$ cat src/sv/sha256_pkg.sv
// ----------------------------------------------------------------------------
// SHA-256 stream hasher package
// Shared types, constants and round functions for the hasher modules.
// ----------------------------------------------------------------------------
package sha256_pkg;

   localparam logic [7:0] PAD_BYTE = 8'h80;

   // Datapath command from the controller.
   typedef struct packed {
      logic       load_byte;   // write byte into block at fill position
      logic [7:0] byte_val;    // byte to write
      logic       start_blk;   // copy hash into working vars, clear round count
      logic       do_round;    // perform one compression round
      logic       finish_blk;  // add working vars into hash words
      logic       init_hash;   // reload initial hash values
      logic       clear_fill;  // reset fill and bit count
      logic       count_byte;  // add eight bits to the message length
   } dp_cmd_type;

   // Datapath status to the controller.
   typedef struct packed {
      logic [5:0]  fill;
      logic [63:0] bit_count;
      logic        round_last;
   } dp_sts_type;

   function automatic logic [31:0] round_k(input logic [5:0] i);
      logic [31:0] k [64];
      k = '{32'h428a2f98, 32'h71374491, 32'hb5c0fbcf, 32'he9b5dba5, 32'h3956c25b,
            32'h59f111f1, 32'h923f82a4, 32'hab1c5ed5, 32'hd807aa98, 32'h12835b01,
            32'h243185be, 32'h550c7dc3, 32'h72be5d74, 32'h80deb1fe, 32'h9bdc06a7,
            32'hc19bf174, 32'he49b69c1, 32'hefbe4786, 32'h0fc19dc6, 32'h240ca1cc,
            32'h2de92c6f, 32'h4a7484aa, 32'h5cb0a9dc, 32'h76f988da, 32'h983e5152,
            32'ha831c66d, 32'hb00327c8, 32'hbf597fc7, 32'hc6e00bf3, 32'hd5a79147,
            32'h06ca6351, 32'h14292967, 32'h27b70a85, 32'h2e1b2138, 32'h4d2c6dfc,
            32'h53380d13, 32'h650a7354, 32'h766a0abb, 32'h81c2c92e, 32'h92722c85,
            32'ha2bfe8a1, 32'ha81a664b, 32'hc24b8b70, 32'hc76c51a3, 32'hd192e819,
            32'hd6990624, 32'hf40e3585, 32'h106aa070, 32'h19a4c116, 32'h1e376c08,
            32'h2748774c, 32'h34b0bcb5, 32'h391c0cb3, 32'h4ed8aa4a, 32'h5b9cca4f,
            32'h682e6ff3, 32'h748f82ee, 32'h78a5636f, 32'h84c87814, 32'h8cc70208,
            32'h90befffa, 32'ha4506ceb, 32'hbef9a3f7, 32'hc67178f2};
      return k[i];
   endfunction

   function automatic logic [31:0] init_h(input logic [2:0] i);
      logic [31:0] h [8];
      h = '{32'h6a09e667, 32'hbb67ae85, 32'h3c6ef372, 32'ha54ff53a,
            32'h510e527f, 32'h9b05688c, 32'h1f83d9ab, 32'h5be0cd19};
      return h[i];
   endfunction

   function automatic logic [31:0] rotr(input logic [31:0] x, input int n);
      return (x >> n) | (x << (32 - n));
   endfunction

endpackage

$ cat src/sv/sha256_dp.sv
// ----------------------------------------------------------------------------
// SHA-256 datapath
// Rolling 16-word message schedule that also collects the block bytes,
// working variables and hash words. One compression round per cycle.
// ----------------------------------------------------------------------------
module sha256_dp (
   input  logic                   clock,
   input  logic                   reset,
   input  sha256_pkg::dp_cmd_type cmd,
   output sha256_pkg::dp_sts_type sts,
   output logic [31:0]            hash_word [8]
);
   import sha256_pkg::*;

   logic [31:0] w_ff [16];
   logic [31:0] v_ff [8];
   logic [31:0] h_ff [8];
   logic [5:0]  fill_ff, fill_in;
   logic [63:0] bits_ff, bits_in;
   logic [5:0]  rnd_ff;
   logic [31:0] w_cur, w_new, s0, s1, t1, t2, big0, big1, ch, maj;

   // Fill position and bit length.
   always_comb begin
      fill_in = fill_ff;
      bits_in = bits_ff;
      if (cmd.load_byte) fill_in = fill_ff + 6'd1;
      if (cmd.count_byte) bits_in = bits_ff + 64'd8;
      if (cmd.clear_fill) begin
         fill_in = '0;
         bits_in = '0;
      end
   end

   always_ff @(posedge clock) begin
      if (reset) begin
         fill_ff <= '0;
         bits_ff <= '0;
      end else begin
         fill_ff <= fill_in;
         bits_ff <= bits_in;
      end
   end

   // Schedule word for this round and the next expanded word.
   always_comb begin
      s0    = rotr(w_ff[1], 7) ^ rotr(w_ff[1], 18) ^ (w_ff[1] >> 3);
      s1    = rotr(w_ff[14], 17) ^ rotr(w_ff[14], 19) ^ (w_ff[14] >> 10);
      w_new = w_ff[0] + s0 + w_ff[9] + s1;
      w_cur = w_ff[0];
      big1  = rotr(v_ff[4], 6) ^ rotr(v_ff[4], 11) ^ rotr(v_ff[4], 25);
      ch    = (v_ff[4] & v_ff[5]) ^ (~v_ff[4] & v_ff[6]);
      t1    = v_ff[7] + big1 + ch + round_k(rnd_ff) + w_cur;
      big0  = rotr(v_ff[0], 2) ^ rotr(v_ff[0], 13) ^ rotr(v_ff[0], 22);
      maj   = (v_ff[0] & v_ff[1]) ^ (v_ff[0] & v_ff[2]) ^ (v_ff[1] & v_ff[2]);
      t2    = big0 + maj;
   end

   // Schedule window, working variables and round counter. Between
   // compressions the window collects the block bytes, big-endian per word.
   always_ff @(posedge clock) begin
      if (cmd.start_blk) begin
         for (int i = 0; i < 8; i++) v_ff[i] <= h_ff[i];
         rnd_ff <= '0;
      end else if (cmd.do_round) begin
         for (int i = 0; i < 15; i++) w_ff[i] <= w_ff[i+1];
         w_ff[15] <= w_new;
         v_ff[7] <= v_ff[6];
         v_ff[6] <= v_ff[5];
         v_ff[5] <= v_ff[4];
         v_ff[4] <= v_ff[3] + t1;
         v_ff[3] <= v_ff[2];
         v_ff[2] <= v_ff[1];
         v_ff[1] <= v_ff[0];
         v_ff[0] <= t1 + t2;
         rnd_ff  <= rnd_ff + 6'd1;
      end else if (cmd.load_byte) begin
         w_ff[fill_ff[5:2]][{~fill_ff[1:0], 3'b111} -: 8] <= cmd.byte_val;
      end
   end

   // Hash words.
   always_ff @(posedge clock) begin
      if (reset || cmd.init_hash) begin
         for (int i = 0; i < 8; i++) h_ff[i] <= init_h(3'(i));
      end else if (cmd.finish_blk) begin
         for (int i = 0; i < 8; i++) h_ff[i] <= h_ff[i] + v_ff[i];
      end
   end

   assign sts.fill       = fill_ff;
   assign sts.bit_count  = bits_ff;
   assign sts.round_last = (rnd_ff == 6'd63);
   assign hash_word      = h_ff;

endmodule

$ cat src/sv/sha256_ctrl.sv
// ----------------------------------------------------------------------------
// SHA-256 controller
// Accepts beats, sequences padding, compression and digest output.
// ----------------------------------------------------------------------------
module sha256_ctrl (
   input  logic                   clock,
   input  logic                   reset,
   input  logic [7:0]             in_byte,
   input  logic                   in_has,
   input  logic                   in_end,
   input  logic                   in_valid,
   output logic                   in_ready,
   input  logic                   out_ready,
   output logic                   out_valid,
   output logic [2:0]             out_index,
   input  sha256_pkg::dp_sts_type sts,
   output sha256_pkg::dp_cmd_type cmd
);
   import sha256_pkg::*;

   typedef enum logic [6:0] {
      ST_IDLE  = 7'b0000001,
      ST_START = 7'b0000010,
      ST_ROUND = 7'b0000100,
      ST_ADD   = 7'b0001000,
      ST_PAD   = 7'b0010000,
      ST_EMIT  = 7'b0100000,
      ST_INIT  = 7'b1000000
   } state_type;

   state_type   state_ff, state_in;
   logic        closing_ff, closing_in;  // message end pending
   logic        padded_ff, padded_in;    // 0x80 already placed
   logic        len_blk_ff, len_blk_in;  // length goes in the current block
   logic [63:0] len_ff, len_in;          // length latched at close
   logic [2:0]  idx_ff, idx_in;
   logic        acc;

   assign in_ready  = (state_ff == ST_IDLE);
   assign acc       = in_valid && in_ready;
   assign out_valid = (state_ff == ST_EMIT);
   assign out_index = idx_ff;

   // Next state and datapath commands.
   always_comb begin
      state_in   = state_ff;
      closing_in = closing_ff;
      padded_in  = padded_ff;
      len_blk_in = len_blk_ff;
      len_in     = len_ff;
      idx_in     = idx_ff;
      cmd        = '0;
      case (state_ff)
         ST_IDLE: begin
            if (acc) begin
               cmd.load_byte  = in_has;
               cmd.count_byte = in_has;
               cmd.byte_val   = in_byte;
               closing_in     = in_end;
               padded_in      = 1'b0;
               len_blk_in     = 1'b0;
               len_in         = sts.bit_count + (in_has ? 64'd8 : 64'd0);
               if (in_has && sts.fill == 6'd63) state_in = ST_START;
               else if (in_end) state_in = ST_PAD;
            end
         end
         ST_PAD: begin
            // One padding byte per cycle: marker, zeros, then length. The
            // length fits behind the marker only if the marker lands below
            // byte 56; otherwise it goes in one more block.
            cmd.load_byte = 1'b1;
            if (!padded_ff) begin
               cmd.byte_val = PAD_BYTE;
               padded_in    = 1'b1;
               len_blk_in   = (sts.fill < 6'd56);
            end else if (len_blk_ff && sts.fill >= 6'd56) begin
               cmd.byte_val = len_ff[{~sts.fill[2:0], 3'b111} -: 8];
            end else begin
               cmd.byte_val = 8'h00;
            end
            if (sts.fill == 6'd63) state_in = ST_START;
         end
         ST_START: begin
            cmd.start_blk = 1'b1;
            state_in      = ST_ROUND;
         end
         ST_ROUND: begin
            cmd.do_round = 1'b1;
            if (sts.round_last) state_in = ST_ADD;
         end
         ST_ADD: begin
            cmd.finish_blk = 1'b1;
            if (!closing_ff) state_in = ST_IDLE;
            else if (padded_ff && len_blk_ff) begin
               state_in = ST_EMIT;
               idx_in   = '0;
            end else begin
               // The next block carries the length once the marker is out.
               len_blk_in = padded_ff;
               state_in   = ST_PAD;
            end
         end
         ST_EMIT: begin
            if (out_ready) begin
               idx_in = idx_ff + 3'd1;
               if (idx_ff == 3'd7) state_in = ST_INIT;
            end
         end
         ST_INIT: begin
            cmd.init_hash  = 1'b1;
            cmd.clear_fill = 1'b1;
            closing_in     = 1'b0;
            state_in       = ST_IDLE;
         end
         default: state_in = ST_IDLE;
      endcase
   end

   always_ff @(posedge clock) begin
      if (reset) begin
         state_ff   <= ST_IDLE;
         closing_ff <= 1'b0;
         padded_ff  <= 1'b0;
         len_blk_ff <= 1'b0;
         idx_ff     <= '0;
      end else begin
         state_ff   <= state_in;
         closing_ff <= closing_in;
         padded_ff  <= padded_in;
         len_blk_ff <= len_blk_in;
         idx_ff     <= idx_in;
      end
   end

   always_ff @(posedge clock) begin
      len_ff <= len_in;
   end

endmodule

$ cat src/sv/sha256_stream_hasher_unit.sv
// ----------------------------------------------------------------------------
// SHA-256 stream hasher
// Hashes a byte stream with SHA-256 and emits the digest as eight words.
// ----------------------------------------------------------------------------
// Usage:
// The request channel takes one beat per cycle while the block collects
// bytes: tdata carries the message byte, tuser[0] says whether the byte is
// valid and tlast closes the message. Each 64th byte starts a compression
// (load, 64 rounds from the single shared round unit, hash add), during
// which req_tready is low. A closing beat costs padding at one byte per
// cycle up to the block end plus one or two compressions, then the digest
// leaves on the response channel as eight beats, word 0 first, with
// word_index in tuser and tlast on the eighth word. A stalled receiver
// holds the current word; no new request is taken until the digest is out
// and the hash state is reinitialized. Reset returns the block to the
// initial hash values with an empty message.
// ----------------------------------------------------------------------------
module sha256_stream_hasher_unit (
   input  logic        clock,
   input  logic        reset,
   input  logic        req_tvalid,
   output logic        req_tready,
   input  logic [7:0]  req_tdata,   // data_byte
   input  logic        req_tuser,   // has_byte
   input  logic        req_tlast,   // end_of_message
   output logic        rsp_tvalid,
   input  logic        rsp_tready,
   output logic [31:0] rsp_tdata,   // digest_word
   output logic [2:0]  rsp_tuser,   // word_index
   output logic        rsp_tlast    // last_word
);
   import sha256_pkg::*;

   dp_cmd_type  cmd;
   dp_sts_type  sts;
   logic [31:0] hash_word [8];
   logic [2:0]  idx;

   sha256_ctrl u_ctrl (
      .clock     (clock),
      .reset     (reset),
      .in_byte   (req_tdata),
      .in_has    (req_tuser),
      .in_end    (req_tlast),
      .in_valid  (req_tvalid),
      .in_ready  (req_tready),
      .out_ready (rsp_tready),
      .out_valid (rsp_tvalid),
      .out_index (idx),
      .sts       (sts),
      .cmd       (cmd)
   );

   sha256_dp u_dp (
      .clock     (clock),
      .reset     (reset),
      .cmd       (cmd),
      .sts       (sts),
      .hash_word (hash_word)
   );

   assign rsp_tdata = hash_word[idx];
   assign rsp_tuser = idx;
   assign rsp_tlast = (idx == 3'd7);

   // No request is taken while the digest is being delivered.
   assert property (@(posedge clock) disable iff (reset)
      rsp_tvalid |-> !req_tready)
      else $error("request accepted during digest output");

   // Words leave in order.
   assert property (@(posedge clock) disable iff (reset)
      (rsp_tvalid && rsp_tready && !rsp_tlast) |=> (rsp_tvalid &&
      rsp_tuser == $past(rsp_tuser) + 3'd1))
      else $error("digest word order broken");

   // The block buffer is empty right after a digest completes.
   assert property (@(posedge clock) disable iff (reset)
      (rsp_tvalid && rsp_tready && rsp_tlast) |=> ##1 (sts.fill == 6'd0))
      else $error("fill not cleared after digest");

endmodule
$ cat config.mk
export PLATFORM = sky130hd
export DESIGN_NAME = sha256_stream_hasher_unit
export DESIGN_NICKNAME = d
export VERILOG_FILES = /design/src/sv/sha256_pkg.sv /design/src/sv/sha256_dp.sv /design/src/sv/sha256_ctrl.sv /design/src/sv/sha256_stream_hasher_unit.sv
export SDC_FILE = /design/constraint.sdc
export NUM_CORES = 2
export LEC_CHECK = 0
export BUFFER_PORTS_ARGS = -buffer_cell sky130_fd_sc_hd__clkbuf_2
export CORE_ASPECT_RATIO = 1.5
export CORE_MARGIN = 2
export CORE_UTILIZATION = 60
export CTS_CLUSTER_SIZE = 10
export DETAILED_ROUTE_END_ITERATION = 16
export PLACE_DENSITY = 0.79
export SYNTH_ARGS = -nofsm -noshare
export SYNTH_HDL_FRONTEND = slang
export SYNTH_SLANG_ARGS = --single-unit
$ cat constraint.sdc
create_clock -name clock -period 9.3 [get_ports clock]
set_input_delay 0.465 -clock clock [delete_from_list [all_inputs] [get_ports clock]]
set_output_delay 0.465 -clock clock [all_outputs]
set_load 0.02 [all_outputs]
# ---- After elaboration in Yosys (flattened, before gate mapping)
# Memories as Yosys holds them, arrays and structs flattened.
# Cells that the tools add are included.
dict set report word_totals {
  regBits 409
  ramBits 768
  romBits 2048
  inputBits 14
  memories 3
}
dict set report classes {
  addsub 24
  magnitude_cmp 4
  n_eq_ne 20
  shifts 3
  n_mux 58
  bitwise_logic 39
  n_reduce_logical 17
}
# memory depth word_bits rd rd_clocked_by_memory_dff wr line
set memory_table {}
lappend memory_table {{(no name shown)} 64 32 1 0 0 sha256_pkg.sv:43} ;# return k[i];
lappend memory_table {u_dp.w_ff 16 32 16 0 16 sha256_dp.sv:15} ;# logic [31:0] w_ff [16];
lappend memory_table {u_dp.v_ff 8 32 8 0 8 sha256_dp.sv:16} ;# logic [31:0] v_ff [8];
# operator n
set ops {}
lappend ops {{$add 32x32->32} 18}
lappend ops {{$mux 32} 15}
lappend ops {{$xor 32x32->32} 9}
lappend ops {{$and 32x32->32} 5}
lappend ops {{$bmux 32 s3} 1}
lappend ops {{$shiftx 71x7->8} 1}
lappend ops {{$add 64x4->64 const B} 1}
lappend ops {{$add 64x64->64} 1}
lappend ops {{$mux 7} 7}
lappend ops {{$pmux 7 s6} 1}
lappend ops {{$shift 8x7->39 const A} 1}
lappend ops {{$shiftx 8x7->39} 1}
lappend ops {{$not 32->32} 1}
lappend ops {{$or 10x32->32} 1}
lappend ops {{$or 13x32->32} 1}
lappend ops {{$or 14x32->32} 1}
lappend ops {{$or 15x32->32} 1}
lappend ops {{$or 19x32->32} 1}
lappend ops {{$or 21x32->32} 1}
lappend ops {{$or 25x32->32} 1}
lappend ops {{$or 26x32->32} 1}
lappend ops {{$or 30x32->32} 1}
lappend ops {{$or 7x32->32} 1}
lappend ops {{$reduce_or 32->1} 1}
lappend ops {{other kinds (46)} 92}

# ---- Longest topological paths before layout
dict set report depth {
  depth_word 11
  depth_mapped 40
  ltp_nobuf 38
}

# ---- Modules after synthesis
# Synthesis repeated with hierarchy kept, for this count alone.
dict set report hier_totals {
  cells_unflattened 8330
  area_unflattened_um2 77627.0
}
# module instances cells_each area_each_um2 seq_area_each_um2
set modules_own_cells {}
lappend modules_own_cells {sha256_dp 1 7812 71078.2 29648.4}
lappend modules_own_cells {sha256_ctrl 1 403 4595.7 2182.1}
lappend modules_own_cells {sha256_stream_hasher_unit 1 115 1953.1 0.0}

# ---- Worst setup path before layout
# No wires, ideal clock.
dict set report synth_timing {
  path_kind {reg-to-reg}
  startpoint {register u_dp.rnd_ff[2]}
  endpoint {memory u_dp.v_ff[0][31] (data pin)}
  setup_ns 0.267
  arrival_ns 8.328
  required_time_ns 9.033
  path_slack_ns 0.705
  stages_incl_launch_ff 37
  cell_sequence {dfxtp_1 clkbuf_1 inv_1 clkbuf_1 clkbuf_1 buf_1 ha_1 o32a_1 mux4_2 fa_1 inv_1 fa_1 fa_1 inv_1 ha_1 a21o_1 a21o_1 nand2_1 o21ai_0 or3_1 a21oi_1 o31a_1 xnor2_1 inv_1 fa_1 inv_1 ha_1 a21oi_1 o21ai_0 a21o_1 a221oi_2 o21ai_1 a221o_1 a21o_1 a21oi_1 xnor2_1 o21ai_0}
}
# element line
set synth_lines {}
lappend synth_lines {{from (decl)} sha256_dp.sv:20} ;# logic [5:0] rnd_ff;
lappend synth_lines {{from (signal assigned)} sha256_dp.sv:76} ;# rnd_ff <= rnd_ff + 6'd1;
lappend synth_lines {{to (decl)} sha256_dp.sv:16}

==> tab_implementation.tex <==
\begin{tabular}{lr}
\hline
Metric & Value \\
\hline
\multicolumn{2}{l}{\textbf{Layout}} \\
FILL cells & 10.2k \\
Fraction of layout instances using a drive strength above 1 & 7.28\% \\
Total Nets Final & 8,768 \\
FF+latch area & 31,800 um2 \\
Multi-input logic area & 42,100 um2 \\
Synth-to-layout area growth & 8.25\% \\
\multicolumn{2}{l}{\textbf{Timing}} \\
Crit share post-route & 95.8\% \\
Setup repair after global routing missed its margin & false \\
Setup TNS & 0 ns \\
Maximum clock skew at final layout & 0.0410 ns \\
Peak Freq & 0.112 GHz \\
Relative slew slack & -1.65\% \\
Final critical-path required period & 8.91 ns \\
Final-report max-slew violation count & 5 \\
Worst slew pin tran & 1.52 ns \\
Setup-violating endpoint count in the final report & 0 \\
Final Hold Fails & 0 \\
\multicolumn{2}{l}{\textbf{Worst setup path}} \\
Reg-to-reg critical path startpoint & u\_dp.rnd\_ff[1] \\
Capturing element type of the critical path & flip-flop \\
Crit path buf inv count & 7 \\
Setup slack, reg-to-reg & 0.39 ns \\
Library cell contributing the largest single delay on the critical path & sky130\_fd\_sc\_hd\_\_a2111oi\_1 \\
Startpoint type of the worst setup path & flip-flop \\
Crit path kind & flip-flop to flip-flop \\
Family with the most delay on the worst path & compound AO/OA/AOI/OAI gates \\
Signal arrival time at the worst endpoint & 9.43 ns \\
RR Endpoint & u\_dp.v\_ff[0][31] \\
R2R cell count & 32 \\
Largest fanout on the critical path & 11 \\
CP Data Required Time & 9.82 ns \\
Max stage delay on crit path & 0.79 ns \\
\multicolumn{2}{l}{\textbf{Floorplanning}} \\
Full die area & 131,000 um2 \\
Die X-Extent & 296 um \\
Std-Cell Rows & 160 \\
Height of the die & 442 um \\
I/O Pins & 52 \\
Starting density of the core & 60.4\% \\
Area inside the core boundary & 127,000 um2 \\
\multicolumn{2}{l}{\textbf{Pwr}} \\
PD cells & 377 nW/um2 \\
Power consumption & 31.2 mW \\
Max rail drop VDD & 0.607 mV \\
Cell leakage power & 34.3 nW \\
\multicolumn{2}{l}{\textbf{Min path}} \\
Destination of the worst hold path & u\_ctrl.out\_index[0] \\
Startpoint of the most critical hold path & reset \\
Worst hold path depth & 2 \\
Type of the worst min-delay path & input port to flip-flop \\
\multicolumn{2}{l}{\textbf{Clock tree}} \\
Number of buffers created by CTS & 138 \\
Clock-pin slew of the registers on the worst-case setup and hold paths & 0.07 ns \\
Number of clock sinks seen by CTS & 1,171 \\
CTS HTree Levels & 4 \\
Source-to-sink clock delay at the later pin of the worst-skew pair & 0.82 ns \\
Clock tree from TritonCTS & built \\
Maximum clock path buffer count & 3 \\
Post CTS Setup Buffer Count & 0 \\
Clock tree root driver cell & sky130\_fd\_sc\_hd\_\_clkbuf\_16 \\
\multicolumn{2}{l}{\textbf{GRT}} \\
First-pass GRT wire length & 383 mm \\
Overflow left after global routing & 0 \\
Maximum number of pins on one net before global-route repair & 175 \\
Total track usage & 39.6\% \\
Number of global-route vias before repair & 62.7k \\
Initial antenna violation count & 7 \\
\multicolumn{2}{l}{\textbf{Synthesis}} \\
Leading cell type by number of instances after synthesis & sky130\_fd\_sc\_hd\_\_nand2\_1 \\
Most area-consuming cells after synthesis & sky130\_fd\_sc\_hd\_\_edfxtp\_1 33\%, sky130\_fd\_sc\_hd\_\_dfxtp\_1 8.9\%, sky130\_fd\_sc\_hd\_\_nand2\_1 8.9\% \\
Post-synth design cell area & 76,600 um2 \\
Async set or reset register ratio after synthesis & 0\% \\
Predominant post-synthesis flop cell & sky130\_fd\_sc\_hd\_\_edfxtp\_1 \\
Post-synthesis net count & 8,870 \\
Yosys cell types & 86 \\
Top cell type's share of synthesized area & 32.5\% \\
Synth cell count leaders & 1,818 x sky130\_fd\_sc\_hd\_\_nand2\_1, 865 x sky130\_fd\_sc\_hd\_\_o21ai\_0, 829 x sky130\_fd\_sc\_hd\_\_edfxtp\_1 \\
Synthesized area divided by synthesized cell count & 9.27 um2 \\
Post-synthesis cell type with the largest combined area & sky130\_fd\_sc\_hd\_\_edfxtp\_1 \\
Warnings from Yosys & 0 \\
Flip-flop and latch count after synthesis & 1,171 \\
Post-synthesis sequential area ratio & 41.4\% \\
Number of enable-type register cells in the synthesized netlist & 829 \\
Gate count of the mapped netlist & 8,259 \\
\multicolumn{2}{l}{\textbf{Status}} \\
Outcome & finished, violations left \\
Violations in the final reports & max-capacitance violations, max-slew violations \\
\multicolumn{2}{l}{\textbf{Detailed routing}} \\
Initial DRT Pass Iterations & 6 \\
Iter 0 DRT Violations & 5,595 \\
Routed wirelength normalized by instance count & 26.0 um \\
Routed Antenna Nets & 0 \\
Detailed-route DRC error count & 0 \\
Routed wire length & 259 mm \\
Via density & 6.36 \\
DR vias & 63.4k \\
\multicolumn{2}{l}{\textbf{Placement}} \\
Half-perimeter wire length after detailed placement & 191 mm \\
Count of buffers from port buffering & 51 \\
Placer congestion estimate & 1.04 \\
\multicolumn{2}{l}{\textbf{Flow run}} \\
Total of max-cap violations & 1 \\
\hline
\end{tabular}
[flip-flops by register name (all words and copies together) (netlist names)]
signal,count
u_dp.rnd_ff,6
u_dp.fill_ff,6
u_ctrl.len_blk_ff,1
u_dp.hash_word,256
u_ctrl.len_ff,61
u_ctrl.closing_ff,1
u_dp.v_ff,256
u_ctrl.out_index,3
u_ctrl.state_ff,7
u_ctrl.padded_ff,1
u_dp.w_ff,512
u_dp.bits_ff,61
[power by group]
part           internal (mW)  total [mW]  switching [mW]
clock                   2.87        5.15            2.28
combinational           8.32        20.3            12.0
sequential              5.66        5.75          0.0857
[how the worst max path moves through the flow]
| stage | end | cells after the start | slack (ns) | startpoint |
|---|---|---|---|---|
| global route | u_dp.v_ff[0][28] | 35 | 0.03 | u_dp.rnd_ff[1] |
| CTS | u_dp.v_ff[0][29] | 35 | 0.36 | u_dp.rnd_ff[0] |
| global placement | u_dp.v_ff[0][31] | 34 | 0.50 | u_dp.rnd_ff[1] |
| detailed placement | u_dp.v_ff[0][31] | 36 | 0.40 | u_dp.rnd_ff[0] |
| finish | u_dp.v_ff[0][31] | 32 | 0.39 | u_dp.rnd_ff[1] |
| floorplan | u_dp.v_ff[0][31] | 36 | 0.71 | u_dp.rnd_ff[2] |
[layout make-up]
type	count	area share, %
antenna	2	0.00604
clock buffer	226	4.68
clock inverter	18	0.361
inverter	313	1.42
multi-input combinational	6316	50.7
sequential	1171	38.3
tap	1701	2.57
timing repair buffer	217	1.93
[per-layer routing]
| layer | vias to the layer above | GRT usage [%] | routed length, um |
|---|---|---|---|
| li1 | 28800 | - | - |
| met1 | 30400 | 41.3 | 86500 |
| met2 | 3088 | 66.6 | 125000 |
| met3 | 1076 | 7.50 | 18600 |
| met4 | 8 | 37.7 | 29400 |
| met5 | - | 0 | 67 |
[per-stage QoR]
step	cells	setup WS (ns)	utilization, %	area [um2]	hold slack [ns]
after floorplan	8259	0.705	-	76600	0.455
after global placement	9714	0.500	62.1	78700	0.470
after detailed placement	9714	0.403	62.1	78700	0.482
after CTS	9962	0.357	65.4	82900	0.0218
after global routing	9962	0.0336	65.4	82900	0.0441
final	9964	0.388	65.4	82900	0.0467
[placed cells by master, fill, tap and decap left out, drive strengths merged, types with 54 or more instances in the layout]
master  Yosys  routed
xor2      257     257
edfxtp    829     829
nor2      398     398
ha        402     402
xnor2     415     415
or3        54      54
dfxtp     342     342
buf        49     162
nand2    1818    1818
nor3       78      78
nand4      55      55
o211ai     90      90
clkbuf    410     277
nand2b     69      69
nand3     106     106
nor2b      54      54
a21oi     496     496
mux4       81      81
mux2       58      58
inv       312     318
fa        195     195
o21ai     873     873
a21o      171     171
[repair_timing]
| item | CTS | global route |
|---|---|---|
| endpoints found under the setup margin | 0 | 8 |
| resized for setup | 0 | 5 |
| hold endpoints to repair | 5 | 0 |
| hold buffers | 4 | 0 |
[cell families (layout without fill, tap and decap cells)]
kind of cell | count (synthesis) | after routing | synth area share (%)
compound gates | 2052 | 2052 | 15.9
xor+xnor | 672 | 672 | 7.69
fa+ha+maj | 619 | 619 | 12.0
buf+inv | 772 | 774 | 3.80
flops | 1171 | 1171 | 41.4
mux | 176 | 176 | 3.72
other cells | 0 | 2 | 0
simple gates | 2797 | 2797 | 15.5
No activity file was read; power rests on OpenSTA's default activity.
